File: src/hdl/tqfr_pkg.sv
// Shared types and codes for the two-queue frame replacer.
// Used by the controller, the datapath and the top level; no dependencies.
package tqfr_pkg;

	localparam logic [1:0] REQ_ACCESS = 2'd0;
	localparam logic [1:0] REQ_SET_EV = 2'd1;
	localparam logic [1:0] REQ_VICTIM = 2'd2;
	localparam logic [1:0] REQ_REMOVE = 2'd3;

	localparam logic Q_HIST  = 1'b0;
	localparam logic Q_CACHE = 1'b1;

	localparam logic [2:0] FA_NONE    = 3'd0;
	localparam logic [2:0] FA_TRACK   = 3'd1;
	localparam logic [2:0] FA_CACHE   = 3'd2;
	localparam logic [2:0] FA_SETEV   = 3'd3;
	localparam logic [2:0] FA_UNTRACK = 3'd4;

	localparam logic [1:0] CNT_NONE = 2'd0;
	localparam logic [1:0] CNT_INC  = 2'd1;
	localparam logic [1:0] CNT_DEC  = 2'd2;

	typedef struct packed {
		logic [1:0] req_type;
		logic [6:0] frame_num;
		logic       make_evictable;
	} req_t;

	typedef struct packed {
		logic       victim_found;
		logic [5:0] victim_frame;
		logic [6:0] evictable_count;
	} rsp_t;

	typedef struct packed {
		logic       load;
		logic       unlink_wr;
		logic       unlink_q;
		logic       push_a;
		logic       push_b;
		logic       push_q;
		logic       fin;
		logic [2:0] flag_op;
		logic [1:0] cnt_op;
		logic       found;
	} cmd_t;

	typedef struct packed {
		logic [1:0] req_type;
		logic       make_ev;
		logic       w_valid;
		logic       tracked;
		logic       evictable;
		logic       in_cache;
		logic       victim_ok;
		logic       victim_q;
		logic       out_busy;
	} stat_t;

endpackage

File: src/hdl/tqfr_ram.sv
// Generic single-write, single-read RAM with registered read data.
// No dependencies.
module tqfr_ram #(
	parameter int WIDTH = 7,
	parameter int DEPTH = 64
) (
	input  logic                     clk,
	input  logic                     we,
	input  logic [$clog2(DEPTH)-1:0] waddr,
	input  logic [WIDTH-1:0]         wdata,
	input  logic [$clog2(DEPTH)-1:0] raddr,
	output logic [WIDTH-1:0]         rdata
);
	logic [WIDTH-1:0] mem [DEPTH];

	always_ff @(posedge clk) begin
		if (we) begin
			mem[waddr] <= wdata;
		end
		rdata <= mem[raddr];
	end
endmodule

File: src/hdl/tqfr_datapath.sv
// Datapath: frame flags, queue ends, link memories, count and result register.
// Depends on tqfr_pkg and tqfr_ram; driven by tqfr_ctrl commands.
module tqfr_datapath #(
	parameter int FRAMES = 64
) (
	input  logic           clk,
	input  logic           arst_n,
	input  tqfr_pkg::req_t req,
	input  tqfr_pkg::cmd_t cmd,
	output tqfr_pkg::stat_t st,
	output logic           rsp_valid,
	input  logic           rsp_stall,
	output tqfr_pkg::rsp_t rsp
);
	import tqfr_pkg::*;

	localparam int IW = $clog2(FRAMES);
	localparam int LW = $clog2(FRAMES + 1);
	localparam logic [LW-1:0] NIL = LW'(FRAMES);

	logic [FRAMES-1:0] trk_q, ev_q, cache_q;
	logic [LW-1:0]     hh_q, ht_q, ch_q, ct_q;
	logic [LW-1:0]     total_q, total_nx;
	logic [1:0]        req_type_q;
	logic              ev_in_q, wv_q, vok_q, vq_q;
	logic [IW-1:0]     w_q;
	logic              rsp_valid_q;
	rsp_t              rsp_q;

	logic          nx_we, pv_we;
	logic [IW-1:0] nx_wa, pv_wa;
	logic [LW-1:0] nx_wd, pv_wd, nx_rd, pv_rd;
	logic [LW-1:0] push_head;
	logic          hist_ok, cache_ok;

	assign hist_ok  = ht_q != NIL;
	assign cache_ok = ct_q != NIL;
	assign push_head = cmd.push_q ? ch_q : hh_q;

	tqfr_ram #(.WIDTH(LW), .DEPTH(FRAMES)) next_ram (
		.clk(clk), .we(nx_we), .waddr(nx_wa), .wdata(nx_wd), .raddr(w_q), .rdata(nx_rd)
	);
	tqfr_ram #(.WIDTH(LW), .DEPTH(FRAMES)) prev_ram (
		.clk(clk), .we(pv_we), .waddr(pv_wa), .wdata(pv_wd), .raddr(w_q), .rdata(pv_rd)
	);

	// Link writes: unlink patches both neighbors, push uses push_a then push_b.
	always_comb begin
		nx_we = 1'b0;
		nx_wa = w_q;
		nx_wd = push_head;
		pv_we = 1'b0;
		pv_wa = w_q;
		pv_wd = NIL;
		if (cmd.unlink_wr) begin
			nx_we = pv_rd != NIL;
			nx_wa = IW'(pv_rd);
			nx_wd = nx_rd;
			pv_we = nx_rd != NIL;
			pv_wa = IW'(nx_rd);
			pv_wd = pv_rd;
		end else if (cmd.push_a) begin
			nx_we = 1'b1;
			pv_we = 1'b1;
		end else if (cmd.push_b) begin
			pv_we = push_head != NIL;
			pv_wa = IW'(push_head);
			pv_wd = LW'(w_q);
		end
	end

	always_comb begin
		total_nx = total_q;
		case (cmd.cnt_op)
			CNT_INC: total_nx = total_q + LW'(1);
			CNT_DEC: if (total_q != '0) total_nx = total_q - LW'(1);
			default: total_nx = total_q;
		endcase
	end

	always_ff @(posedge clk or negedge arst_n) begin
		if (!arst_n) begin
			trk_q       <= '0;
			ev_q        <= '0;
			cache_q     <= '0;
			hh_q        <= NIL;
			ht_q        <= NIL;
			ch_q        <= NIL;
			ct_q        <= NIL;
			total_q     <= '0;
			rsp_valid_q <= 1'b0;
		end else begin
			if (cmd.fin) begin
				rsp_valid_q <= 1'b1;
			end else if (rsp_valid_q && !rsp_stall) begin
				rsp_valid_q <= 1'b0;
			end
			if (cmd.unlink_wr) begin
				if (pv_rd == NIL) begin
					if (cmd.unlink_q) ch_q <= nx_rd;
					else hh_q <= nx_rd;
				end
				if (nx_rd == NIL) begin
					if (cmd.unlink_q) ct_q <= pv_rd;
					else ht_q <= pv_rd;
				end
			end
			if (cmd.push_b) begin
				if (cmd.push_q) begin
					ch_q <= LW'(w_q);
					if (ch_q == NIL) ct_q <= LW'(w_q);
				end else begin
					hh_q <= LW'(w_q);
					if (hh_q == NIL) ht_q <= LW'(w_q);
				end
			end
			if (cmd.fin) begin
				case (cmd.flag_op)
					FA_TRACK: begin
						trk_q[w_q]   <= 1'b1;
						ev_q[w_q]    <= 1'b0;
						cache_q[w_q] <= 1'b0;
					end
					FA_CACHE: cache_q[w_q] <= 1'b1;
					FA_SETEV: ev_q[w_q] <= ev_in_q;
					FA_UNTRACK: begin
						trk_q[w_q]   <= 1'b0;
						ev_q[w_q]    <= 1'b0;
						cache_q[w_q] <= 1'b0;
					end
					default: ;
				endcase
				total_q <= total_nx;
			end
		end
	end

	always_ff @(posedge clk) begin
		if (cmd.load) begin
			req_type_q <= req.req_type;
			ev_in_q    <= req.make_evictable;
			vok_q      <= (total_q != '0) && (hist_ok || cache_ok);
			vq_q       <= hist_ok ? Q_HIST : Q_CACHE;
			if (req.req_type == REQ_VICTIM) begin
				wv_q <= (total_q != '0) && (hist_ok || cache_ok);
				w_q  <= hist_ok ? IW'(ht_q) : IW'(ct_q);
			end else begin
				wv_q <= 32'(req.frame_num) < FRAMES;
				w_q  <= IW'(req.frame_num);
			end
		end
		if (cmd.fin) begin
			rsp_q.victim_found    <= cmd.found;
			rsp_q.victim_frame    <= cmd.found ? 6'(w_q) : 6'd0;
			rsp_q.evictable_count <= 7'(total_nx);
		end
	end

	assign st.req_type  = req_type_q;
	assign st.make_ev   = ev_in_q;
	assign st.w_valid   = wv_q;
	assign st.tracked   = wv_q && trk_q[w_q];
	assign st.evictable = wv_q && ev_q[w_q];
	assign st.in_cache  = wv_q && cache_q[w_q];
	assign st.victim_ok = vok_q;
	assign st.victim_q  = vq_q;
	assign st.out_busy  = rsp_valid_q && rsp_stall;

	assign rsp_valid = rsp_valid_q;
	assign rsp       = rsp_q;
endmodule

File: src/hdl/tqfr_ctrl.sv
// Controller: plans each request and sequences the unlink and push steps.
// Depends on tqfr_pkg; drives tqfr_datapath through cmd_t.
module tqfr_ctrl (
	input  logic            clk,
	input  logic            arst_n,
	input  logic            req_valid,
	output logic            idle,
	input  tqfr_pkg::stat_t st,
	output tqfr_pkg::cmd_t  cmd
);
	import tqfr_pkg::*;

	localparam logic [2:0] S_IDLE = 3'd0;
	localparam logic [2:0] S_PLAN = 3'd1;
	localparam logic [2:0] S_URD  = 3'd2;
	localparam logic [2:0] S_UWR  = 3'd3;
	localparam logic [2:0] S_PA   = 3'd4;
	localparam logic [2:0] S_PB   = 3'd5;
	localparam logic [2:0] S_FIN  = 3'd6;

	logic [2:0] state_q, state_nx;
	logic       un_q_q, do_push_q, push_q_q, found_q;
	logic [2:0] fa_q;
	logic [1:0] ca_q;

	logic       do_un, un_qsel, do_push, push_qsel, found;
	logic [2:0] fa;
	logic [1:0] ca;

	// Request decode, done once per beat on the latched frame's flags.
	always_comb begin
		do_un     = 1'b0;
		un_qsel   = st.in_cache;
		do_push   = 1'b0;
		push_qsel = st.in_cache;
		found     = 1'b0;
		fa        = FA_NONE;
		ca        = CNT_NONE;
		unique case (st.req_type)
			REQ_ACCESS: begin
				if (st.w_valid) begin
					if (!st.tracked) begin
						fa = FA_TRACK;
					end else begin
						do_un     = st.evictable;
						do_push   = st.evictable;
						push_qsel = Q_CACHE;
						if (!st.in_cache) fa = FA_CACHE;
					end
				end
			end
			REQ_SET_EV: begin
				if (st.tracked && (st.evictable != st.make_ev)) begin
					fa      = FA_SETEV;
					do_push = st.make_ev;
					do_un   = !st.make_ev;
					ca      = st.make_ev ? CNT_INC : CNT_DEC;
				end
			end
			REQ_VICTIM: begin
				if (st.victim_ok) begin
					found   = 1'b1;
					do_un   = 1'b1;
					un_qsel = st.victim_q;
					fa      = FA_UNTRACK;
					ca      = CNT_DEC;
				end
			end
			REQ_REMOVE: begin
				if (st.tracked) begin
					fa    = FA_UNTRACK;
					do_un = st.evictable;
					if (st.evictable) ca = CNT_DEC;
				end
			end
			default: ;
		endcase
	end

	always_comb begin
		state_nx = state_q;
		unique case (state_q)
			S_IDLE: if (req_valid) state_nx = S_PLAN;
			S_PLAN: state_nx = do_un ? S_URD : (do_push ? S_PA : S_FIN);
			S_URD:  state_nx = S_UWR;
			S_UWR:  state_nx = do_push_q ? S_PA : S_FIN;
			S_PA:   state_nx = S_PB;
			S_PB:   state_nx = S_FIN;
			S_FIN:  if (!st.out_busy) state_nx = S_IDLE;
			default: state_nx = S_IDLE;
		endcase
	end

	always_ff @(posedge clk or negedge arst_n) begin
		if (!arst_n) begin
			state_q   <= S_IDLE;
			un_q_q    <= 1'b0;
			do_push_q <= 1'b0;
			push_q_q  <= 1'b0;
			found_q   <= 1'b0;
			fa_q      <= FA_NONE;
			ca_q      <= CNT_NONE;
		end else begin
			state_q <= state_nx;
			if (state_q == S_PLAN) begin
				un_q_q    <= un_qsel;
				do_push_q <= do_push;
				push_q_q  <= push_qsel;
				found_q   <= found;
				fa_q      <= fa;
				ca_q      <= ca;
			end
		end
	end

	assign idle = state_q == S_IDLE;

	always_comb begin
		cmd           = '0;
		cmd.load      = idle && req_valid;
		cmd.unlink_wr = state_q == S_UWR;
		cmd.unlink_q  = un_q_q;
		cmd.push_a    = state_q == S_PA;
		cmd.push_b    = state_q == S_PB;
		cmd.push_q    = push_q_q;
		cmd.found     = found_q;
		if (state_q == S_FIN && !st.out_busy) begin
			cmd.fin     = 1'b1;
			cmd.flag_op = fa_q;
			cmd.cnt_op  = ca_q;
		end
	end
endmodule

File: src/hdl/two_queue_frame_replacer_unit.sv
// Channel | dir | payload | handshake
// req     | in  | req_t   | req_valid / req_stall
// rsp     | out | rsp_t   | rsp_valid / rsp_stall
//
// Each beat is decoded, then takes an unlink (read and patch of the link memories)
// and/or a push (two writes on the single-write prev memory) as the request needs.
// One request is worked on at a time; the next is taken once the result is in
// the output register. Reset clears flags, queue ends and the count at once.
// A stalled result holds the block in its final step until it is taken.
// Top level of the two-queue frame replacer; depends on tqfr_pkg, tqfr_ctrl, tqfr_datapath.
module two_queue_frame_replacer_unit #(
	parameter int FRAMES = 64
) (
	input  logic           clk,
	input  logic           arst_n,
	input  logic           req_valid,
	output logic           req_stall,
	input  tqfr_pkg::req_t req,
	output logic           rsp_valid,
	input  logic           rsp_stall,
	output tqfr_pkg::rsp_t rsp
);
	import tqfr_pkg::*;

	cmd_t  cmd;
	stat_t st;
	logic  idle;

	assign req_stall = !idle;

	tqfr_ctrl u_ctrl (
		.clk(clk), .arst_n(arst_n), .req_valid(req_valid), .idle(idle), .st(st), .cmd(cmd)
	);

	tqfr_datapath #(.FRAMES(FRAMES)) u_dp (
		.clk(clk), .arst_n(arst_n), .req(req), .cmd(cmd), .st(st),
		.rsp_valid(rsp_valid), .rsp_stall(rsp_stall), .rsp(rsp)
	);
endmodule

File: config.mk
export PLATFORM = sky130hd
export DESIGN_NAME = two_queue_frame_replacer_unit
export DESIGN_NICKNAME = d
export VERILOG_FILES = /design/src/hdl/tqfr_pkg.sv /design/src/hdl/tqfr_ram.sv /design/src/hdl/tqfr_datapath.sv /design/src/hdl/tqfr_ctrl.sv /design/src/hdl/two_queue_frame_replacer_unit.sv
export SDC_FILE = /design/constraint.sdc
export NUM_CORES = 1
export LEC_CHECK = 0
export BUFFER_PORTS_ARGS = -buffer_cell sky130_fd_sc_hd__buf_2
export CAP_MARGIN = 20
export CORE_MARGIN = 2
export CORE_UTILIZATION = 55
export CTS_BUF_LIST = sky130_fd_sc_hd__clkbuf_16
export DETAILED_ROUTE_END_ITERATION = 16
export GPL_ROUTABILITY_DRIVEN = 0
export PLACE_DENSITY = 0.71
export SLEW_MARGIN = 20
export SYNTH_ARGS = -nofsm -noshare
export SYNTH_HDL_FRONTEND = slang
export SYNTH_HIERARCHICAL = 1
export SYNTH_SLANG_ARGS = --single-unit
export TNS_END_PERCENT = 50
File: constraint.sdc
create_clock -name clk -period 6.3 [get_ports clk]
set_input_delay 0.945 -clock clk [delete_from_list [all_inputs] [get_ports clk]]
set_output_delay 0.945 -clock clk [all_outputs]
set_load 0.005 [all_outputs]
# Yosys cells after proc, flatten, opt, wreduce, memory -nomap -nowiden
# Memories as Yosys holds them, arrays and structs flattened. A register that Yosys moved wholly into a read port is not among the register bits.
# Index checks and enable logic that the tools add are counted.
[classes]
n_addsub = 2
n_lt_le_gt_ge = 3
n_eq_ne = 28
n_mux = 93
bitwise = 6
reduce_logical = 27
[ops]
columns = ["operator", "n"]
rows = [
  ["$pmux 64 s2", 3],
  ["$mux 7", 28],
  ["$and 64x64->64", 3],
  ["$or 64x64->64", 2],
  ["$bwmux 64", 1],
  ["$not 64->64", 1],
  ["$mux 6", 7],
  ["$ne 7x7->1 const B", 5],
  ["$eq 7x7->1 const B", 4],
  ["$mux 1", 28],
  ["$mux 3", 7],
  ["$pmux 3 s7", 1],
  ["$bmux 1 s6", 3],
  ["$mux 2", 9],
  ["$pmux 7 s2", 1],
  ["$eq 3x2->1 const B", 4],
  ["$eq 3x3->1 const B", 4],
  ["$pmux 3 s4", 1],
  ["$logic_and 1x1->1", 10],
  ["$eq 2x2->1 const B", 4],
  ["$reduce_and 2->1", 4],
  ["$reduce_bool 2->1", 4],
  ["$add 7x1->7 const B", 1],
  ["$lt 6x7->1 const B", 1],
  ["other kinds (17)", 23],
]
[totals]
ff_bits = 266
ram_bits = 896
input_bits = 14
output_inout_bits = 16
mem_count = 2
[memory_table]
columns = ["memory", "words", "width", "rd", "rd_ports_with_merged_regs", "write_ports", "line_no", "rtl"]
rows = [
  ["u_dp.next_ram.mem", 64, 7, 1, 1, 1, "tqfr_ram.sv:14", "logic [WIDTH-1:0] mem [DEPTH];"],
  ["u_dp.prev_ram.mem", 64, 7, 1, 1, 1, "tqfr_ram.sv:14", ""],
]

# Longest topological paths before layout
[logic_depth]
word_depth = 10
mapped_depth = 12
mapped_depth_nobuf = 10

# Hierarchy
# Netlist, hierarchy kept.
[modules_own_cells]
columns = ["mod", "n_inst", "cells_per_inst", "area_per_inst_um2"]
rows = [
  ["tqfr_ram", 2, 827, 17635.7],
  ["tqfr_datapath", 1, 1325, 13386.6],
  ["tqfr_ctrl", 1, 79, 723.2],
  ["two_queue_frame_replacer_unit", 1, 1, 3.8],
]

# Least setup slack after synthesis
# No wires, ideal clock.
[synth_timing]
kind = "register -> register"
from = "register u_ctrl.state_q[1]"
to = "memory u_dp.prev_ram.mem[0][0] (data pin)"
arrival_ns = 3.917
required_time_ns = 5.579
slack_ns = 1.662
stages_incl_launch_ff = 7
synth_period_minus_slack_ns = 4.638
cell_sequence = "dfrtp_1 buf_2 and3b_1 nand2b_1 clkbuf_1 clkbuf_1 o31ai_1"
[synth_lines]
columns = ["item", "line_no", "rtl"]
rows = [
  ["from (decl)", "tqfr_ctrl.sv:21", "logic [2:0] state_q, state_nx;"],
  ["from (signal assigned)", "tqfr_ctrl.sv:104", "state_q <= state_nx;"],
  ["to (decl)", "tqfr_ram.sv:14", ""],
]

==> results.sh <==
export IMPL_final_max_slew_violation_count=0
export IMPL_fin_area_mm2=0.0546
export IMPL_cellLeakagePower_nw=18.7
export IMPL_synth_warnings=6
export IMPL_r2r_end="u_dp/prev_ram/mem[21][4]"
export IMPL_synthToLayoutAreaGrowth_pct=10.6
export IMPL_cts_buffers=115
export IMPL_rows=109
export IMPL_wire_per_inst_um=28.2
export IMPL_whs_ns=0.0987
export IMPL_finalSetupViolCount=0
export IMPL_drt_initial_drc_count=3909
export IMPL_cts_hold_buffers=0
export IMPL_synth_area_top_cells="edfxtp_1 56%, dfrtp_1 12%, mux4_2 11%"
export IMPL_crit_fanout=19
export IMPL_dieArea_mm2=0.0922
export IMPL_clkTransAtPathRegs_ns=0.06
export IMPL_cts_sinks=1176
export IMPL_die_w_um=304
export IMPL_grt_pass1_wl_um=184000
export IMPL_post_cts_setup_buffers=0
export IMPL_finalClockSkew_ns=0.0552
export IMPL_stdcell_count=4310
export IMPL_vias=29300
export IMPL_synthArstFlopShare_pct=20.4
export IMPL_h_tree_depth=3
export IMPL_cp_start_kind="flop"
export IMPL_rsz0062_at_grt="no"
export IMPL_synth_seq_cells=1176
export IMPL_syn_cell_area_mm2=0.0494
export IMPL_drive_above_1_share_pct=19.8
export IMPL_fin_util_pct=61.6
export IMPL_overflow=0
export IMPL_status="finished, final reports clean"
export IMPL_ir_drop_mv=0.368
export IMPL_grtUsageTotal_pct=26.3
export IMPL_grt_max_degree=140
export IMPL_io_buffers=29
export IMPL_synth_ff_type="edfxtp_1"
export IMPL_cts_path_max_buffers=3
export IMPL_slew_headroom_pct=21.9
export IMPL_dieHeight_um=304
export IMPL_core_mm2=0.0886
export IMPL_nNetsFinal=3064
export IMPL_grt_pass1_vias=29100
export IMPL_post_dp_cell_area_mm2=0.0505
export IMPL_cts_tree="built"
export IMPL_synth_edf_count=922
export IMPL_crit_type="reg -> reg"
export IMPL_min_period_ns=4.73
export IMPL_ys_types=84
export IMPL_hold_violations=0
export IMPL_ctsResizeCount=0
export IMPL_synth_fp_nets=3078
export IMPL_r2r_start="u_ctrl/state_q[2]"
export IMPL_drc=0
export IMPL_antenna_cells=0
export IMPL_most_common_layout_cells="922 x edfxtp_1, 236 x dfrtp_1, 235 x mux4_2"
export IMPL_ant_nets=0
export IMPL_io_pins=30
export IMPL_start_util_pct=55.7
export IMPL_dp_cells=4092
export IMPL_reg2reg_slack_ns=1.57
export IMPL_clock_latency_ns=0.73
export IMPL_drt_pass1_iter_count=6
export IMPL_fmax_mhz=212
export IMPL_critPathArrivalTime_ns=5.04
export IMPL_worst_pin_slew_ns=1.17
export IMPL_dpl_hpwl_um=73000
export IMPL_ys_seq_area_share_pct=68.8
export IMPL_endpoint_kind="flop"
export IMPL_cap_violations=0
export IMPL_syn_avg_cell_area_um2=16.1
export IMPL_antenna_found_initial=1
export IMPL_clock_root_buffer="clkbuf_16"
export IMPL_yosysTopAreaCell="edfxtp_1"
export IMPL_final_common_cell="edfxtp_1"
export IMPL_hold_path_class="in -> async"
export IMPL_cellPowerDensity_mw_per_mm2=387
export IMPL_worstPathRequired_ns=6.61
export IMPL_wl_um=122000
export IMPL_synthCells=3059
export IMPL_vias_per_cell=6.80
export IMPL_fin_setup_tns_ns=0
export IMPL_fin_crit_sh_pct=75.0
export IMPL_reg2reg_depth=7
export IMPL_synth_top_area_share_pct=56.1
## Yosys cell counts, types with 6 or more instances
cell type / number
and2_1: 22
o22ai_1: 33
a22oi_1: 37
dfxtp_1: 14
and3_1: 9
o21ai_0: 106
buf_4: 25
nand2_1: 101
dfrtp_1: 236
a22o_1: 11
nand2b_1: 24
nor3_1: 42
a211oi_1: 10
mux4_2: 235
o21a_1: 6
clkbuf_1: 101
nor3b_1: 14
o21ai_1: 22
a31oi_1: 112
nor2_1: 209
mux2i_1: 74
nand3b_1: 11
buf_1: 10
nand3_1: 63
a221oi_1: 35
inv_1: 22
nor2b_1: 21
edfxtp_1: 922
a21oi_1: 126
o221ai_1: 23
mux2_2: 35
a41oi_1: 21
buf_2: 89
o31ai_1: 73
and3b_1: 15
buf_6: 14
mux2_1: 33
nor3_2: 6
## power by group
group | switching [mW] | internal (mW) | total (mW)
combinational | 2.88 | 1.06 | 3.94
sequential | 0.313 | 9.67 | 9.99
clock | 3.01 | 4.18 | 7.19
total | 6.21 | 14.9 | 21.1
## routing by layer
| layer | global-route usage [%] | wire, um |
|---|---|---|
| met5 | 0 | 15 |
| met2 | 41.0 | 56800 |
| met1 | 37.7 | 48300 |
| met3 | 5.30 | 12500 |
| met4 | 8.91 | 4140 |
## how the worst max path moves through the flow
stage	start	to	slack, ns	cells after the start
finish	u_ctrl/state_q[2]	u_dp/prev_ram/mem[21][4]	1.57	7
global route	u_ctrl/state_q[2]	u_dp/prev_ram/mem[23][3]	1.19	6
CTS	u_ctrl/state_q[2]	u_dp/prev_ram/mem[62][4]	1.35	6
detailed placement	u_ctrl/state_q[2]	u_dp/prev_ram/mem[39][6]	1.48	6
global placement	u_ctrl/state_q[2]	u_dp/prev_ram/mem[23][1]	1.63	6
floorplan	u_ctrl/state_q[1]	u_dp/prev_ram/mem[0][0]	1.66	6
## area by class of cell
type | count | area (um^2)
Tap cell | 1165 | 1460
Inverter | 26 | 97.6
Multi-Input combinational cell | 1616 | 14300
Clock inverter | 97 | 1040
Sequential cell | 1176 | 34000
Clock buffer | 120 | 3000
Fill cell | 6261 | 34000
Timing Repair Buffer | 110 | 796
## through the flow
stage          setup WS [ns]  power (mW)
2_1_floorplan           1.66        12.5
3_3_place_gp            1.63        13.8
4_1_cts                 1.35        21.2
3_5_place_dp            1.48        14.0
5_1_grt                 1.19        21.8
6_report                1.57        21.1
## kinds of logic (layout without fill, tap and decap cells)
logic type,after synthesis,in the layout,synth area share (%)
buffers and inverters,267,353,2.70
adders and majority gates,5,5,0.127
DFF,1176,1176,68.8
muxes,377,377,13.8
and+or+nand+nor,580,580,5.92
AOI/OAI and AO/OA,652,652,8.64
xor gates and xnor gates,2,2,0.0355
## worst max-delay path, stage by stage, from the launching register on
cell      delay, ns
dfrtp_1        0.62
nor3b_1        0.45
nand2b_1       0.86
o21ai_0        0.24
o21ai_1        0.63
nor2b_1        0.27
nand3_1        0.55
nor2_1         0.68
Power figures use the tool's default switching activity.
